`src/rtl/bcdasc_pkg.sv`:
```
`timescale 1ns / 1ps

package bcdasc_pkg;

   // Digit count, legal range 1..16.
   localparam int Digits   = 16;
   localparam int DataW    = 64;
   localparam int ModeW    = 2;
   localparam int FlagW    = 7;
   // Carry chain is split over two stages at this digit.
   localparam int HalfDig  = (Digits + 1) / 2;

   localparam logic [ModeW-1:0] ModeAdd = 2'd0;
   localparam logic [ModeW-1:0] ModeSub = 2'd1;
   localparam logic [ModeW-1:0] ModeCmp = 2'd2;

   localparam logic [4:0] DigitMax   = 5'd9;
   localparam logic [4:0] DigitRadix = 5'd10;

   typedef logic [Digits-1:0][3:0] digits_type;

   typedef struct packed {
      logic [ModeW-1:0]  op;
      digits_type        a_dig;
      digits_type        b_dig;
      logic [Digits-1:0] gen;      // digit generates a carry / borrow
      logic [Digits-1:0] prop;     // digit passes an incoming carry / borrow
      logic [Digits-1:0] lt_vec;
      logic [Digits-1:0] gt_vec;
      logic [Digits:0]   carry;    // carry[i] flows into digit i
      logic              lt;
      logic              gt;
      logic              bad;
      logic              zero;
   } pipe_type;

   typedef struct packed {
      logic             bad;
      logic             zero;
      logic             gt;
      logic             eq;
      logic             lt;
      logic             serr;
      logic             ovf;
   } flags_type;

   typedef struct packed {
      logic [DataW-1:0] result;
      flags_type        flags;
   } rsp_type;

endpackage

```
`src/rtl/bcdasc_prep.sv`:
```
`timescale 1ns / 1ps

// Stage 1: per-digit checks, compares and carry generate/propagate terms.
module bcdasc_prep (
   input  logic                                clock,
   input  logic                                reset,
   input  logic                                load,
   input  logic                                valid_in_port,
   input  logic [bcdasc_pkg::ModeW-1:0]        mode,
   input  logic [bcdasc_pkg::DataW-1:0]        operand_a,
   input  logic [bcdasc_pkg::DataW-1:0]        operand_b,
   output logic                                valid_out,
   output bcdasc_pkg::pipe_type                data_out
);

   logic                 valid_ff;
   bcdasc_pkg::pipe_type data_ff;
   bcdasc_pkg::pipe_type data_in;

   always_comb begin
      logic [3:0] x;
      logic [3:0] y;
      logic [4:0] s;
      logic       sub;
      data_in = '0;
      if (mode == bcdasc_pkg::ModeAdd) begin
         data_in.op = bcdasc_pkg::ModeAdd;
      end else if (mode == bcdasc_pkg::ModeSub) begin
         data_in.op = bcdasc_pkg::ModeSub;
      end else begin
         data_in.op = bcdasc_pkg::ModeCmp;
      end
      sub = (mode == bcdasc_pkg::ModeSub);
      data_in.zero = 1'b1;
      for (int i = 0; i < bcdasc_pkg::Digits; i++) begin
         x = operand_a[4*i +: 4];
         y = operand_b[4*i +: 4];
         s = {1'b0, x} + {1'b0, y};
         data_in.a_dig[i]  = x;
         data_in.b_dig[i]  = y;
         data_in.lt_vec[i] = (x < y);
         data_in.gt_vec[i] = (x > y);
         if (sub) begin
            data_in.gen[i]  = (x < y);
            data_in.prop[i] = (x == y);
         end else begin
            data_in.gen[i]  = (s > bcdasc_pkg::DigitMax);
            data_in.prop[i] = (s == bcdasc_pkg::DigitMax);
         end
         if (({1'b0, x} > bcdasc_pkg::DigitMax) || ({1'b0, y} > bcdasc_pkg::DigitMax)) begin
            data_in.bad = 1'b1;
         end
         if (x != 4'd0) begin
            data_in.zero = 1'b0;
         end
      end
   end

   always_ff @(posedge clock) begin
      if (reset) begin
         valid_ff <= 1'b0;
      end else if (load) begin
         valid_ff <= valid_in_port;
      end
   end

   always_ff @(posedge clock) begin
      if (load) begin
         data_ff <= data_in;
      end
   end

   assign valid_out = valid_ff;
   assign data_out  = data_ff;

endmodule

```
`src/rtl/bcdasc_carry_lo.sv`:
```
`timescale 1ns / 1ps

// Stage 2: carry chain over the lower digits, magnitude compare.
module bcdasc_carry_lo (
   input  logic                 clock,
   input  logic                 reset,
   input  logic                 load,
   input  logic                 valid_in_port,
   input  bcdasc_pkg::pipe_type data_in_port,
   output logic                 valid_out,
   output bcdasc_pkg::pipe_type data_out
);

   logic                 valid_ff;
   bcdasc_pkg::pipe_type data_ff;
   bcdasc_pkg::pipe_type data_in;

   always_comb begin
      data_in = data_in_port;
      // lt and gt digit masks are disjoint: the top differing digit wins
      data_in.lt = (data_in_port.lt_vec > data_in_port.gt_vec);
      data_in.gt = (data_in_port.gt_vec > data_in_port.lt_vec);
      data_in.carry[0] = 1'b0;
      for (int i = 0; i < bcdasc_pkg::HalfDig; i++) begin
         data_in.carry[i+1] = data_in_port.gen[i]
                            | (data_in_port.prop[i] & data_in.carry[i]);
      end
   end

   always_ff @(posedge clock) begin
      if (reset) begin
         valid_ff <= 1'b0;
      end else if (load) begin
         valid_ff <= valid_in_port;
      end
   end

   always_ff @(posedge clock) begin
      if (load) begin
         data_ff <= data_in;
      end
   end

   assign valid_out = valid_ff;
   assign data_out  = data_ff;

endmodule

```
`src/rtl/bcdasc_carry_hi.sv`:
```
`timescale 1ns / 1ps

// Stage 3: carry chain over the upper digits.
module bcdasc_carry_hi (
   input  logic                 clock,
   input  logic                 reset,
   input  logic                 load,
   input  logic                 valid_in_port,
   input  bcdasc_pkg::pipe_type data_in_port,
   output logic                 valid_out,
   output bcdasc_pkg::pipe_type data_out
);

   logic                 valid_ff;
   bcdasc_pkg::pipe_type data_ff;
   bcdasc_pkg::pipe_type data_in;

   always_comb begin
      data_in = data_in_port;
      for (int i = bcdasc_pkg::HalfDig; i < bcdasc_pkg::Digits; i++) begin
         data_in.carry[i+1] = data_in_port.gen[i]
                            | (data_in_port.prop[i] & data_in.carry[i]);
      end
   end

   always_ff @(posedge clock) begin
      if (reset) begin
         valid_ff <= 1'b0;
      end else if (load) begin
         valid_ff <= valid_in_port;
      end
   end

   always_ff @(posedge clock) begin
      if (load) begin
         data_ff <= data_in;
      end
   end

   assign valid_out = valid_ff;
   assign data_out  = data_ff;

endmodule

```
`src/rtl/bcdasc_result.sv`:
```
`timescale 1ns / 1ps

// Stage 4: digit sums / differences with decimal correction, result mux,
// output register.
module bcdasc_result (
   input  logic                 clock,
   input  logic                 reset,
   input  logic                 load,
   input  logic                 valid_in_port,
   input  bcdasc_pkg::pipe_type data_in_port,
   output logic                 valid_out,
   output bcdasc_pkg::rsp_type  data_out
);

   logic                valid_ff;
   bcdasc_pkg::rsp_type data_ff;
   bcdasc_pkg::rsp_type data_in;

   always_comb begin
      logic [4:0]                   s;
      logic [4:0]                   r;
      logic [bcdasc_pkg::DataW-1:0] sum;
      logic [bcdasc_pkg::DataW-1:0] diff;
      logic                         is_add;
      logic                         is_sub;
      sum  = '0;
      diff = '0;
      for (int i = 0; i < bcdasc_pkg::Digits; i++) begin
         s = {1'b0, data_in_port.a_dig[i]} + {1'b0, data_in_port.b_dig[i]}
           + {4'd0, data_in_port.carry[i]};
         if (s > bcdasc_pkg::DigitMax) begin
            s = s - bcdasc_pkg::DigitRadix;
         end
         r = {1'b0, data_in_port.a_dig[i]} + bcdasc_pkg::DigitRadix
           - {1'b0, data_in_port.b_dig[i]} - {4'd0, data_in_port.carry[i]};
         if (r > bcdasc_pkg::DigitMax) begin
            r = r - bcdasc_pkg::DigitRadix;
         end
         sum[4*i +: 4]  = s[3:0];
         diff[4*i +: 4] = r[3:0];
      end
      is_add = !data_in_port.bad && (data_in_port.op == bcdasc_pkg::ModeAdd);
      is_sub = !data_in_port.bad && (data_in_port.op == bcdasc_pkg::ModeSub);

      data_in.result     = '0;
      if (is_add) begin
         data_in.result = sum;
      end else if (is_sub && !data_in_port.lt) begin
         data_in.result = diff;
      end
      data_in.flags.ovf  = is_add && data_in_port.carry[bcdasc_pkg::Digits];
      data_in.flags.serr = is_sub && data_in_port.lt;
      data_in.flags.lt   = data_in_port.lt;
      data_in.flags.eq   = !data_in_port.lt && !data_in_port.gt;
      data_in.flags.gt   = data_in_port.gt;
      data_in.flags.zero = data_in_port.zero;
      data_in.flags.bad  = data_in_port.bad;
   end

   always_ff @(posedge clock) begin
      if (reset) begin
         valid_ff <= 1'b0;
      end else if (load) begin
         valid_ff <= valid_in_port;
      end
   end

   always_ff @(posedge clock) begin
      if (load) begin
         data_ff <= data_in;
      end
   end

   assign valid_out = valid_ff;
   assign data_out  = data_ff;

endmodule

```
`src/rtl/bcd_add_subtract_compare.sv`:
```
`timescale 1ns / 1ps
// Packed-BCD add / subtract / compare, four register stages.
// Registers in order: prep, lower carry chain, upper carry chain, correction +
// output register. Throughput: one transfer per cycle unless a stalled output
// fills all stages; each stage advances when it is empty or the stage after it
// moves, so bubbles are squeezed out under a stalled output.
// Reset: synchronous, clears all stage valid bits; data registers are not reset.
module bcd_add_subtract_compare (
   input  logic                              clock,
   input  logic                              reset,
   input  logic                              req_tvalid,
   output logic                              req_tready,
   input  logic [2*bcdasc_pkg::DataW-1:0]    req_tdata,  // operand_a, operand_b
   input  logic [bcdasc_pkg::ModeW-1:0]      req_tuser,  // mode
   output logic                              rsp_tvalid,
   input  logic                              rsp_tready,
   output logic [bcdasc_pkg::DataW-1:0]      rsp_tdata,  // result_value
   // carry_overflow, subtract_error, a_less, a_equal, a_greater, a_is_zero,
   // invalid_digit
   output logic [bcdasc_pkg::FlagW-1:0]      rsp_tuser
);

   logic                 v1, v2, v3, v4;
   logic                 go1, go2, go3, go4;
   bcdasc_pkg::pipe_type d1, d2, d3;
   bcdasc_pkg::rsp_type  d4;

   assign go4 = !v4 || rsp_tready;
   assign go3 = !v3 || go4;
   assign go2 = !v2 || go3;
   assign go1 = !v1 || go2;

   assign req_tready = go1;

   bcdasc_prep u_prep (
      .clock         (clock),
      .reset         (reset),
      .load          (go1),
      .valid_in_port (req_tvalid),
      .mode          (req_tuser),
      .operand_a     (req_tdata[bcdasc_pkg::DataW-1:0]),
      .operand_b     (req_tdata[2*bcdasc_pkg::DataW-1:bcdasc_pkg::DataW]),
      .valid_out     (v1),
      .data_out      (d1)
   );

   bcdasc_carry_lo u_carry_lo (
      .clock         (clock),
      .reset         (reset),
      .load          (go2),
      .valid_in_port (v1),
      .data_in_port  (d1),
      .valid_out     (v2),
      .data_out      (d2)
   );

   bcdasc_carry_hi u_carry_hi (
      .clock         (clock),
      .reset         (reset),
      .load          (go3),
      .valid_in_port (v2),
      .data_in_port  (d2),
      .valid_out     (v3),
      .data_out      (d3)
   );

   bcdasc_result u_result (
      .clock         (clock),
      .reset         (reset),
      .load          (go4),
      .valid_in_port (v3),
      .data_in_port  (d3),
      .valid_out     (v4),
      .data_out      (d4)
   );

   assign rsp_tvalid = v4;
   assign rsp_tdata  = d4.result;
   assign rsp_tuser  = d4.flags;

   // exactly one ordering flag per result
   assert property (@(posedge clock) disable iff (reset)
      rsp_tvalid |-> $onehot({d4.flags.lt, d4.flags.eq, d4.flags.gt}))
      else $error("compare flags not one-hot");

   // bad digits force a zero result and no arithmetic flags
   assert property (@(posedge clock) disable iff (reset)
      (rsp_tvalid && d4.flags.bad) |->
         (rsp_tdata == '0 && !d4.flags.ovf && !d4.flags.serr))
      else $error("invalid digit did not clear result");

   // refused subtract always reports a < b and a zero result
   assert property (@(posedge clock) disable iff (reset)
      (rsp_tvalid && d4.flags.serr) |->
         (d4.flags.lt && !d4.flags.ovf && rsp_tdata == '0))
      else $error("subtract error inconsistent");

   // an accepted item must show up in stage one on the next cycle
   assert property (@(posedge clock) disable iff (reset)
      (req_tvalid && req_tready) |=> v1)
      else $error("accepted transfer lost at stage one");

endmodule
```
`config.mk`:
```
export PLATFORM = sky130hd
export DESIGN_NAME = bcd_add_subtract_compare
export DESIGN_NICKNAME = d
export VERILOG_FILES = /design/src/rtl/bcdasc_pkg.sv /design/src/rtl/bcdasc_prep.sv /design/src/rtl/bcdasc_carry_lo.sv /design/src/rtl/bcdasc_carry_hi.sv /design/src/rtl/bcdasc_result.sv /design/src/rtl/bcd_add_subtract_compare.sv
export SDC_FILE = /design/constraint.sdc
export NUM_CORES = 1
export LEC_CHECK = 0
export BUFFER_PORTS_ARGS = -buffer_cell sky130_fd_sc_hd__buf_2
export CELL_PAD_IN_SITES_DETAIL_PLACEMENT = 1
export CELL_PAD_IN_SITES_GLOBAL_PLACEMENT = 1
export CORE_ASPECT_RATIO = 0.75
export CORE_MARGIN = 2
export CORE_UTILIZATION = 55
export CTS_CLUSTER_DIAMETER = 50
export CTS_CLUSTER_SIZE = 40
export DETAILED_ROUTE_END_ITERATION = 16
export GPL_ROUTABILITY_DRIVEN = 0
export PLACE_DENSITY_LB_ADDON = 0.1
export REMOVE_ABC_BUFFERS = 1
export SLEW_MARGIN = 10
export SYNTH_ARGS = -nofsm -noshare
export SYNTH_HDL_FRONTEND = slang
export SYNTH_SLANG_ARGS = --single-unit
```
`constraint.sdc`:
```
create_clock -name clock -period 12.4 [get_ports clock]
set_input_delay 1.24 -clock clock [delete_from_list [all_inputs] [get_ports clock]]
set_output_delay 1.24 -clock clock [all_outputs]
set_load 0.01 [all_outputs]
```
---- After elaboration in Yosys (flattened, before gate mapping) ----
Cells that the tools add are included.
word-level totals
  register bits ........................... 595
  bits of input ports ..................... 134
  output and inout bits ................... 73
  word-level logic and storage cells ...... 555
cells by class
  add/subtract/negate cells ............... 126
  $lt $le $gt $ge ......................... 114
  eq/ne operators ......................... 34
  multiplexer cells ....................... 69
  bitwise operators ....................... 30
  reduce and logical (&&, ||, !) cells .... 53
operators with widths
  operator                                            count
  > comparator 5 x 4 -> 1 bit, second input constant  48
  adder 4 x 4 -> 5 bit                                32
  > comparator 4 bit, second input constant           32
  two-way mux 4 bit                                   32
  two-way mux 64 bit                                  2
  subtractor 4 bit, second input constant             32
  adder 4 x 4 -> 5 bit, second input constant         16
  == test 5 x 4 -> 1 bit, second input constant       16
  subtractor 5 x 4 -> 5 bit                           16
  adder 5 x 1 -> 5 bit                                15
  subtractor 5 x 1 -> 5 bit                           15
  == test 4 bit                                       16
  > comparator 4 bit                                  16
  < comparator 4 bit                                  16
  nonzero test 4 bit                                  16
  two-way mux 1 bit                                   34
  > comparator 16 bit                                 2
  OR reduction 15 bit                                 2
  logical OR 1 bit                                    20
  AND 1 bit                                           15
  bitwise OR 1 bit                                    15
  zero test 1 bit                                     7
  logical AND 1 bit                                   6
  == test 2 x 1 -> 1 bit, second input constant       2
  2 further kinds                                     3

---- Logic depth before layout (Yosys ltp) ----
Gate-level depths: netlist of the first run.
  depth after elaboration ................. 16
  depth in mapped cells ................... 12
  gate-level depth less buffers ........... 12

---- Hierarchy ----
Synthesis of the first run repeated with hierarchy kept, for this count alone.
second synthesis, totals
  cell total of the unflattened synthesis .. 2529
  area total of the unflattened synthesis .. 35151.2 um^2
by module, submodules not included
  module                    times used  cells an instance  area each (um^2)  seq. area each (um^2)
  bcdasc_prep               1           883                10911.7           5905.7
  bcdasc_result             1           1116               10667.7           2152.1
  bcdasc_carry_lo           1           292                6937.9            6416.2
  bcdasc_carry_hi           1           233                6601.3            6476.2
  bcd_add_subtract_compare  1           5                  32.5              0.0

---- Least setup slack after synthesis of the first run ----
No wires, ideal clock.
  path type ............................... input to output
  start point ............................. in rsp_tready
  end point ............................... out req_tready
  arrival time ............................ 5672 ps
  data required time ...................... 11160 ps
  setup slack ............................. 5488 ps
  cell stages on the path ................. 3
  path buffers ............................ 0
  cells stage by stage .................... nor2b_1 and3_1 nand2_1
between the ends
  word-level cells in the longest chain between the ends .. 4
ends and longest elaborated chain
  element             line                            text
  start: declaration  bcd_add_subtract_compare.sv:16  input logic rsp_tready,
  logical OR 1 bit    bcd_add_subtract_compare.sv:28  assign go4 = !v4 || rsp_tready;
  logical OR 1 bit    bcd_add_subtract_compare.sv:29  assign go3 = !v3 || go4;
  logical OR 1 bit    bcd_add_subtract_compare.sv:30  assign go2 = !v2 || go3;
  logical OR 1 bit    bcd_add_subtract_compare.sv:31  assign go1 = !v1 || go2;
  end: declaration    bcd_add_subtract_compare.sv:12  output logic req_tready,
Every way passes these cells.

---- Worst setup path in the final report of the first run ----
Same ends and word-level chain as after synthesis.

==> qor.yml, run 1 <==
tns_ps: 0
core_sq_mm: 0.0557
cts_tree: "done"
power.density_mw_per_mm2: 146
path_class: "input pin to primary output"
grt_overflow: 0
synthFlopType: "edfxtp_1"
grt_pass1_wl_microns: 126000
clkPwrFrac: 0.350
setup_viol_count_final: 0
drive_above_1_share: 0.141
h-tree-depth: 2
hold_path_class: "register to register"
start_kind: "input pin"
rsz0062_at_grt: "no"
worstPathArrival_ps: 2640
maxCapViolations: 0
crit_path_cell_trace: "buf_2, nor2b_1, and3_1, nand2_4, buf_2"
cp_data_required_time_ps: 11160
grt_pass1_vias: 21722
internal_power_w: 0.00357
crit_path_end_kind: "primary output"
cts_sinks: 578
hpwl_microns: 60500
syn-cell-area_sq_mm: 0.0310
max_stage_delay_ps: 430
crit_family: "simple AND/OR/NAND/NOR gates"
pwr-share-comb: 0.188
finalNetCount: 3166
route.detailed.drc: 0
die_height_microns: 209
crit_slowest_cell: "nor2b_1"
yosysSeqAreaShare: 0.559
synth_cell_type_count: 63
power_switching_w: 0.00151
clk_latency_ps: 610
clockBufferDepth: 3
dieArea_sq_mm: 0.0582
worst-path-buf-inv: 2
postCtsHoldBufs: 0
drt_iter0_markers: 1516
leakagePower_nw: 14.9
viasPerCell: 5.87
vias: 20114
period_needed_ps: 3880
root_buffer: "clkbuf_16"
ys_ff_latch: 578
hold_violations: 0
area_growth_syn_to_layout_pct: 12.5
place_ws_ps: 8540
ant_nets: 0
p_sw_frac: 0.298
final.period_utilization: 0.313
post_cts_resized: 0
io_buffers: 206
fin_ws_ps: 8520
synthSimpleGateAreaFrac: 0.0958
synth_fa_ha_area_frac: 0.179
ir_worst_vdd_v: 0.000115
report.final.slew_viol_count: 0
tightest_slew_ps: 1230
synthMuxAreaShare: 0.00133
status: "finished clean"
row_count: 75
numCtsBuffers: 49
synthCells: 2397
synth-edff-count: 574
fin_skew_ps: 19.5
fmax_ghz: 0.258
stdcell_count: 3427
clk_pin_slew_ps: 80
power_frac_seq: 0.461
start_util: 0.555
routed_wl_microns: 83000
grt_usage: 0.286
slew_headroom: 0.180
num_io_pins: 207
synth_compound_area_frac: 0.102
chipWidth_microns: 278
avgSynthCellArea_sq_um: 12.9
synth_top_family_by_area: "adder cells"
ys_warn_count: 0
synth-xor-area-share: 0.0178
first_pass_iters: 5
place_inst: 3325
avgRoutedWirePerCell_microns: 24.2
grt_max_degree: 190
crit_fanout: 8
utilization: 0.625
ys_async_sr_fraction: 0
grt_antenna_before_repair: 7
cp_common_cell: "buf_2"
cts_setup_buffers: 0
-- cell type report --
| class | instances | area (sq um) |
|---|---|---|
| Sequential cell | 578 | 17300 |
| Timing Repair Buffer | 217 | 1130 |
| Inverter | 347 | 1310 |
| Clock inverter | 39 | 586 |
| Tap cell | 731 | 915 |
| Fill cell | 5484 | 20900 |
| Multi-Input combinational cell | 1452 | 12300 |
| Clock buffer | 52 | 1280 |
| Antenna cell | 11 | 27.5 |
-- power by group through the flow --
stage | sequential, W | combinational [W] | clock, W
3_5_place_dp | 0.00239 | 0.000929 | 0
2_1_floorplan | 0.00236 | 0.000643 | 0
4_1_cts | 0.00234 | 0.000949 | 0.00181
6_report | 0.00234 | 0.000956 | 0.00178
3_3_place_gp | 0.00238 | 0.000841 | 0
5_1_grt | 0.00236 | 0.00106 | 0.00187
-- registers in the layout, indices dropped and copies added (netlist names) --
signal	count
u_carry_hi.data_out	150
u_result.valid_out	1
u_prep.data_out	195
u_prep.valid_out	1
u_carry_hi.valid_out	1
u_carry_lo.data_out	158
u_result.data_out	71
u_carry_lo.valid_out	1
-- final timing paths --
check	start	to	slack [ps]	cells past startpoint
worst min register to register	u_carry_lo.data_out[135]$_DFFE_PP_	u_carry_hi.data_out[135]$_DFFE_PP_	410	0
worst min-delay path	u_carry_lo.data_out[135]$_DFFE_PP_	u_carry_hi.data_out[135]$_DFFE_PP_	410	0
worst max-delay path	rsp_tready	req_tready	8520	5
worst max register to register	u_carry_hi.data_out[170]$_DFFE_PP_	u_result.data_out[29]$_DFFE_PP_	9130	11
-- synthesized netlist by cell type (all sizes together), types with 17 or more instances --
cell | n | area [sq um]
a211oi | 19 | 143
a21oi | 64 | 373
a31o | 17 | 149
and2 | 33 | 206
edfxtp | 574 | 17200
fa | 93 | 1860
ha | 294 | 3680
inv | 347 | 1300
nand2 | 59 | 221
nand2b | 81 | 507
nand4 | 30 | 188
nor2 | 158 | 593
nor2b | 75 | 469
nor3 | 36 | 185
nor3b | 19 | 143
nor4 | 19 | 119
o211ai | 47 | 353
o21a | 34 | 255
o21ai | 113 | 566
o311ai | 17 | 149
o31ai | 44 | 400
xnor2 | 19 | 166
xor2 | 44 | 385
-- worst reg2reg max path, stage by stage, from the launching register on --
cell      delay [ps]
edfxtp_1         400
inv_1            120
ha_1             150
inv_1             50
fa_1             430
ha_1             210
inv_1             70
fa_1             450
o31ai_1          590
nand2_1          110
o211ai_1         140
o311ai_0         220
-- placed cells by master (no fill, tap or decap), drive strengths merged, types with 16 or more instances in the layout --
cell type  count
a211oi        19
a21o          16
a21oi         64
a31o          17
and2          33
buf          217
clkbuf        52
edfxtp       574
fa            93
ha           294
inv          368
nand2         59
nand2b        81
nand4         30
nor2         158
nor2b         75
nor3          36
nor3b         19
nor4          19
o211ai        47
o21a          34
o21ai        113
o311ai        17
o31ai         44
xnor2         19
xor2          44
-- layer usage --
metal | track usage | share of wire | up-vias
met5 | 0 | 0 | -
met3 | 0.0412 | 0.051 | 131
met4 | 0.0882 | 0.025 | 0
met1 | 0.371 | 0.42 | 10307
met2 | 0.499 | 0.50 | 568
li1 | - | - | 9108
-- cells by family after synthesis --
| logic type | after synthesis |
|---|---|
| flops | 578 |
| simple gates | 551 |
| compound gates | 447 |
| fa+ha+maj | 387 |
| buf+inv | 367 |
| xor+xnor | 63 |
| mux | 4 |
-- per-stage QoR --
stage                     power, W  cell area, sq um  hold slack, ps
after CTS                  0.00510             34800             417
after floorplan            0.00300             30900             400
final                      0.00508             34800             413
after global placement     0.00322             32900             400
after detailed placement   0.00332             32900             405
after global routing       0.00529             34800             416
Note: power is estimated with default switching activity, not from simulation.
==> run 2: changes to the inputs <==
ABC_AREA = 1   (was not set)
CORE_UTILIZATION = 45   (was 55)
clock period = 3.2 ns   (was 12.4 ns; I/O delays follow)
==> qor.yml, run 2 <==
ant_nets: 0  # unchanged
maxCapViolations: 0  # unchanged
ys_ff_latch: 578  # unchanged
h-tree-depth: 2  # unchanged
fmax_ghz: 0.335
numCtsBuffers: 53  # +8.2%
hold_path_class: "input pin to register"
largest_reg_flops: 195  # unchanged
post-synth-top-count-cell: "edfxtp_1"
rsz0062_at_grt: "no"
synth-edff-count: 574  # unchanged
report.final.slew_viol_count: 0  # unchanged
avgRoutedWirePerCell_microns: 20.0  # -17%
grt_pass1_vias: 21274  # -2.1%
tightest_slew_ps: 980  # -250 ps
synth_top_cell_area_share: 0.572  # +0.0152
chipWidth_microns: 303  # +8.9%
start_util: 0.453  # -0.102
cts_sinks: 578  # unchanged
final.period_utilization: 0.934
clk_latency_ps: 630  # +20 ps
yosys-top-cells-count: "edfxtp_1, inv_1, ha_1"
netlist_top_cells_area: "edfxtp_1, ha_1, inv_1"
ys_async_sr_fraction: 0  # unchanged
crit_path_cell_trace: "inv_1, nor2_1, clkinv_2, nor2_1, inv_6, nor2_1, nand2_4, buf_12, buf_2"
power.density_mw_per_mm2: 556  # +280%
worst-path-buf-inv: 5  # +3
first_pass_iters: 5  # unchanged
synth.largest_area_cell: "edfxtp_1"
grt_usage: 0.223  # -0.0623
clockBufferDepth: 3  # unchanged
place_ws_ps: 329  # -8210 ps
viasPerCell: 5.10  # -13%
vias: 19372  # -3.7%
synthCells: 2482  # +3.5%
worstPathArrival_ps: 2670  # +30 ps
grt_max_degree: 152  # -20%
grt_pass1_wl_microns: 118000  # -6.5%
num_io_pins: 207  # unchanged
finalNetCount: 3392  # +7.1%
path_class: "register to primary output"
io_buffers: 206  # unchanged
layout_commonest_cell: "edfxtp_1"
crit_path_end_kind: "primary output"
core_sq_mm: 0.0665  # +19%
drt_iter0_markers: 1041  # -31%
row_count: 82  # +9.3%
root_buffer: "clkbuf_16"
slew_headroom: 0.347  # +0.167
avgSynthCellArea_sq_um: 12.1  # -6.0%
cts_setup_buffers: 0  # unchanged
setup_viol_count_final: 0  # unchanged
yosysSeqAreaShare: 0.575  # +0.0153
clk_pin_slew_ps: 70  # about the same
routed_wl_microns: 76000  # -8.4%
ys_warn_count: 0  # unchanged
area_growth_syn_to_layout_pct: 18.5
syn-cell-area_sq_mm: 0.0301  # -2.7%
status: "finished clean"
max_stage_delay_ps: 360  # -70 ps
crit_fanout: 28  # +20
hpwl_microns: 56400  # -6.8%
route.detailed.drc: 0  # unchanged
leakagePower_nw: 16.2  # +8.8%
fin_skew_ps: 33.9  # +14.4 ps
cp_common_cell: "nor2_1"
start_kind: "register"
die_height_microns: 228  # +8.9%
ir_worst_vdd_v: 0.000364  # +220%
synthFlopType: "edfxtp_1"
synth_cell_type_count: 44  # -30%
grt_overflow: 0  # unchanged
dieArea_sq_mm: 0.0691  # +19%
drive_above_1_share: 0.122  # -0.0190
tns_ps: 0  # unchanged
cts_tree: "done"
layout_common_cells: "edfxtp_1, inv_1, ha_1"
crit_slowest_cell: "nor2_1"
hold_violations: 0  # unchanged
fin_ws_ps: 212  # -8310 ps
crit_family: "simple AND/OR/NAND/NOR gates"
grt_antenna_before_repair: 6  # -1
cp_data_required_time_ps: 2880  # -8280 ps
period_needed_ps: 2990
==> run 2: changes by cell type after synthesis, moves of 17 or more <==
| cell | delta |
|---|---|
| nor2b_1 | -75 |
| o211ai_1 | -21 |
| nand3_1 | +44 |
| a21oi_1 | +109 |
| inv_1 | +160 |
| a211oi_1 | -18 |
| o21a_1 | -19 |
| and2_1 | -31 |
| o21ai_1 | +17 |
| nand2_1 | +194 |
| nor2_1 | -45 |
| nand2b_1 | -81 |
| nor3b_1 | -19 |
==> run 2: repair_timing <==
action	4_1_cts	5_1_grt
hold buffers	125	0
hold endpoints to repair	127	0
gates resized for setup	0	0
==> run 2: through the flow <==
step                       util  cell area, sq um  hold slack [ps]  instances  power, W
after global routing      0.537             35700             17.4       3800    0.0209
after CTS                 0.537             35700             1.95       3797    0.0201
final                     0.537             35700             33.9       3801    0.0199
after detailed placement  0.488             32400              405       3573    0.0127
after global placement    0.488             32400              400       3573    0.0124
after floorplan               -             30100              389       2466    0.0115
==> run 2: metal layers <==
layer,global-route usage,up-vias,share of wire,wire (microns)
li1,-,9272,-,-
met1,0.290,9673,0.44,33600
met2,0.388,304,0.50,37700
met3,0.0306,117,0.035,2630
met4,0.0667,6,0.026,2000
met5,0,-,0.00054,41
==> run 2: cells by family (layout without fill, tap and decap cells) <==
family,count (synthesis),in the layout,synth area share
other,0,4,0
DFF,578,578,0.575
buffers and inverters,523,956,0.0657
and+or+nand+nor,503,503,0.0710
AOI/OAI and AO/OA,423,423,0.0828
xor gates and xnor gates,68,68,0.0220
adders and majority gates,387,387,0.184
==> run 2: layout make-up <==
class / count / area (sq um)
multi-input combinational: 1381 / 10900
antenna: 4 / 10.0
timing repair buffer: 350 / 2470
sequential: 578 / 17300
fill: 6955 / 30800
tap: 882 / 1100
clock inverter: 44 / 706
clock buffer: 55 / 1330
inverter: 507 / 1910
==> run 2: worst paths after layout <==
path	slack (ps)	cells past startpoint	endpoint	from
worst min-delay path	30	1	u_prep.data_out[184]$_DFFE_PP_	req_tdata[35]
worst max-delay path	210	9	req_tready	u_result.valid_out$_SDFFE_PP0P_
worst max register to register	280	13	u_result.data_out[14]$_DFFE_PP_	u_carry_hi.data_out[154]$_DFFE_PP_
worst min register to register	420	0	u_carry_hi.data_out[120]$_DFFE_PP_	u_carry_lo.data_out[120]$_DFFE_PP_
==> run 2: report_power, final <==
part / internal (W) / switching [W]
logic: 0.00137 / 0.00223
clock network: 0.00369 / 0.00350
registers: 0.00885 / 0.000226
total: 0.0139 / 0.00596
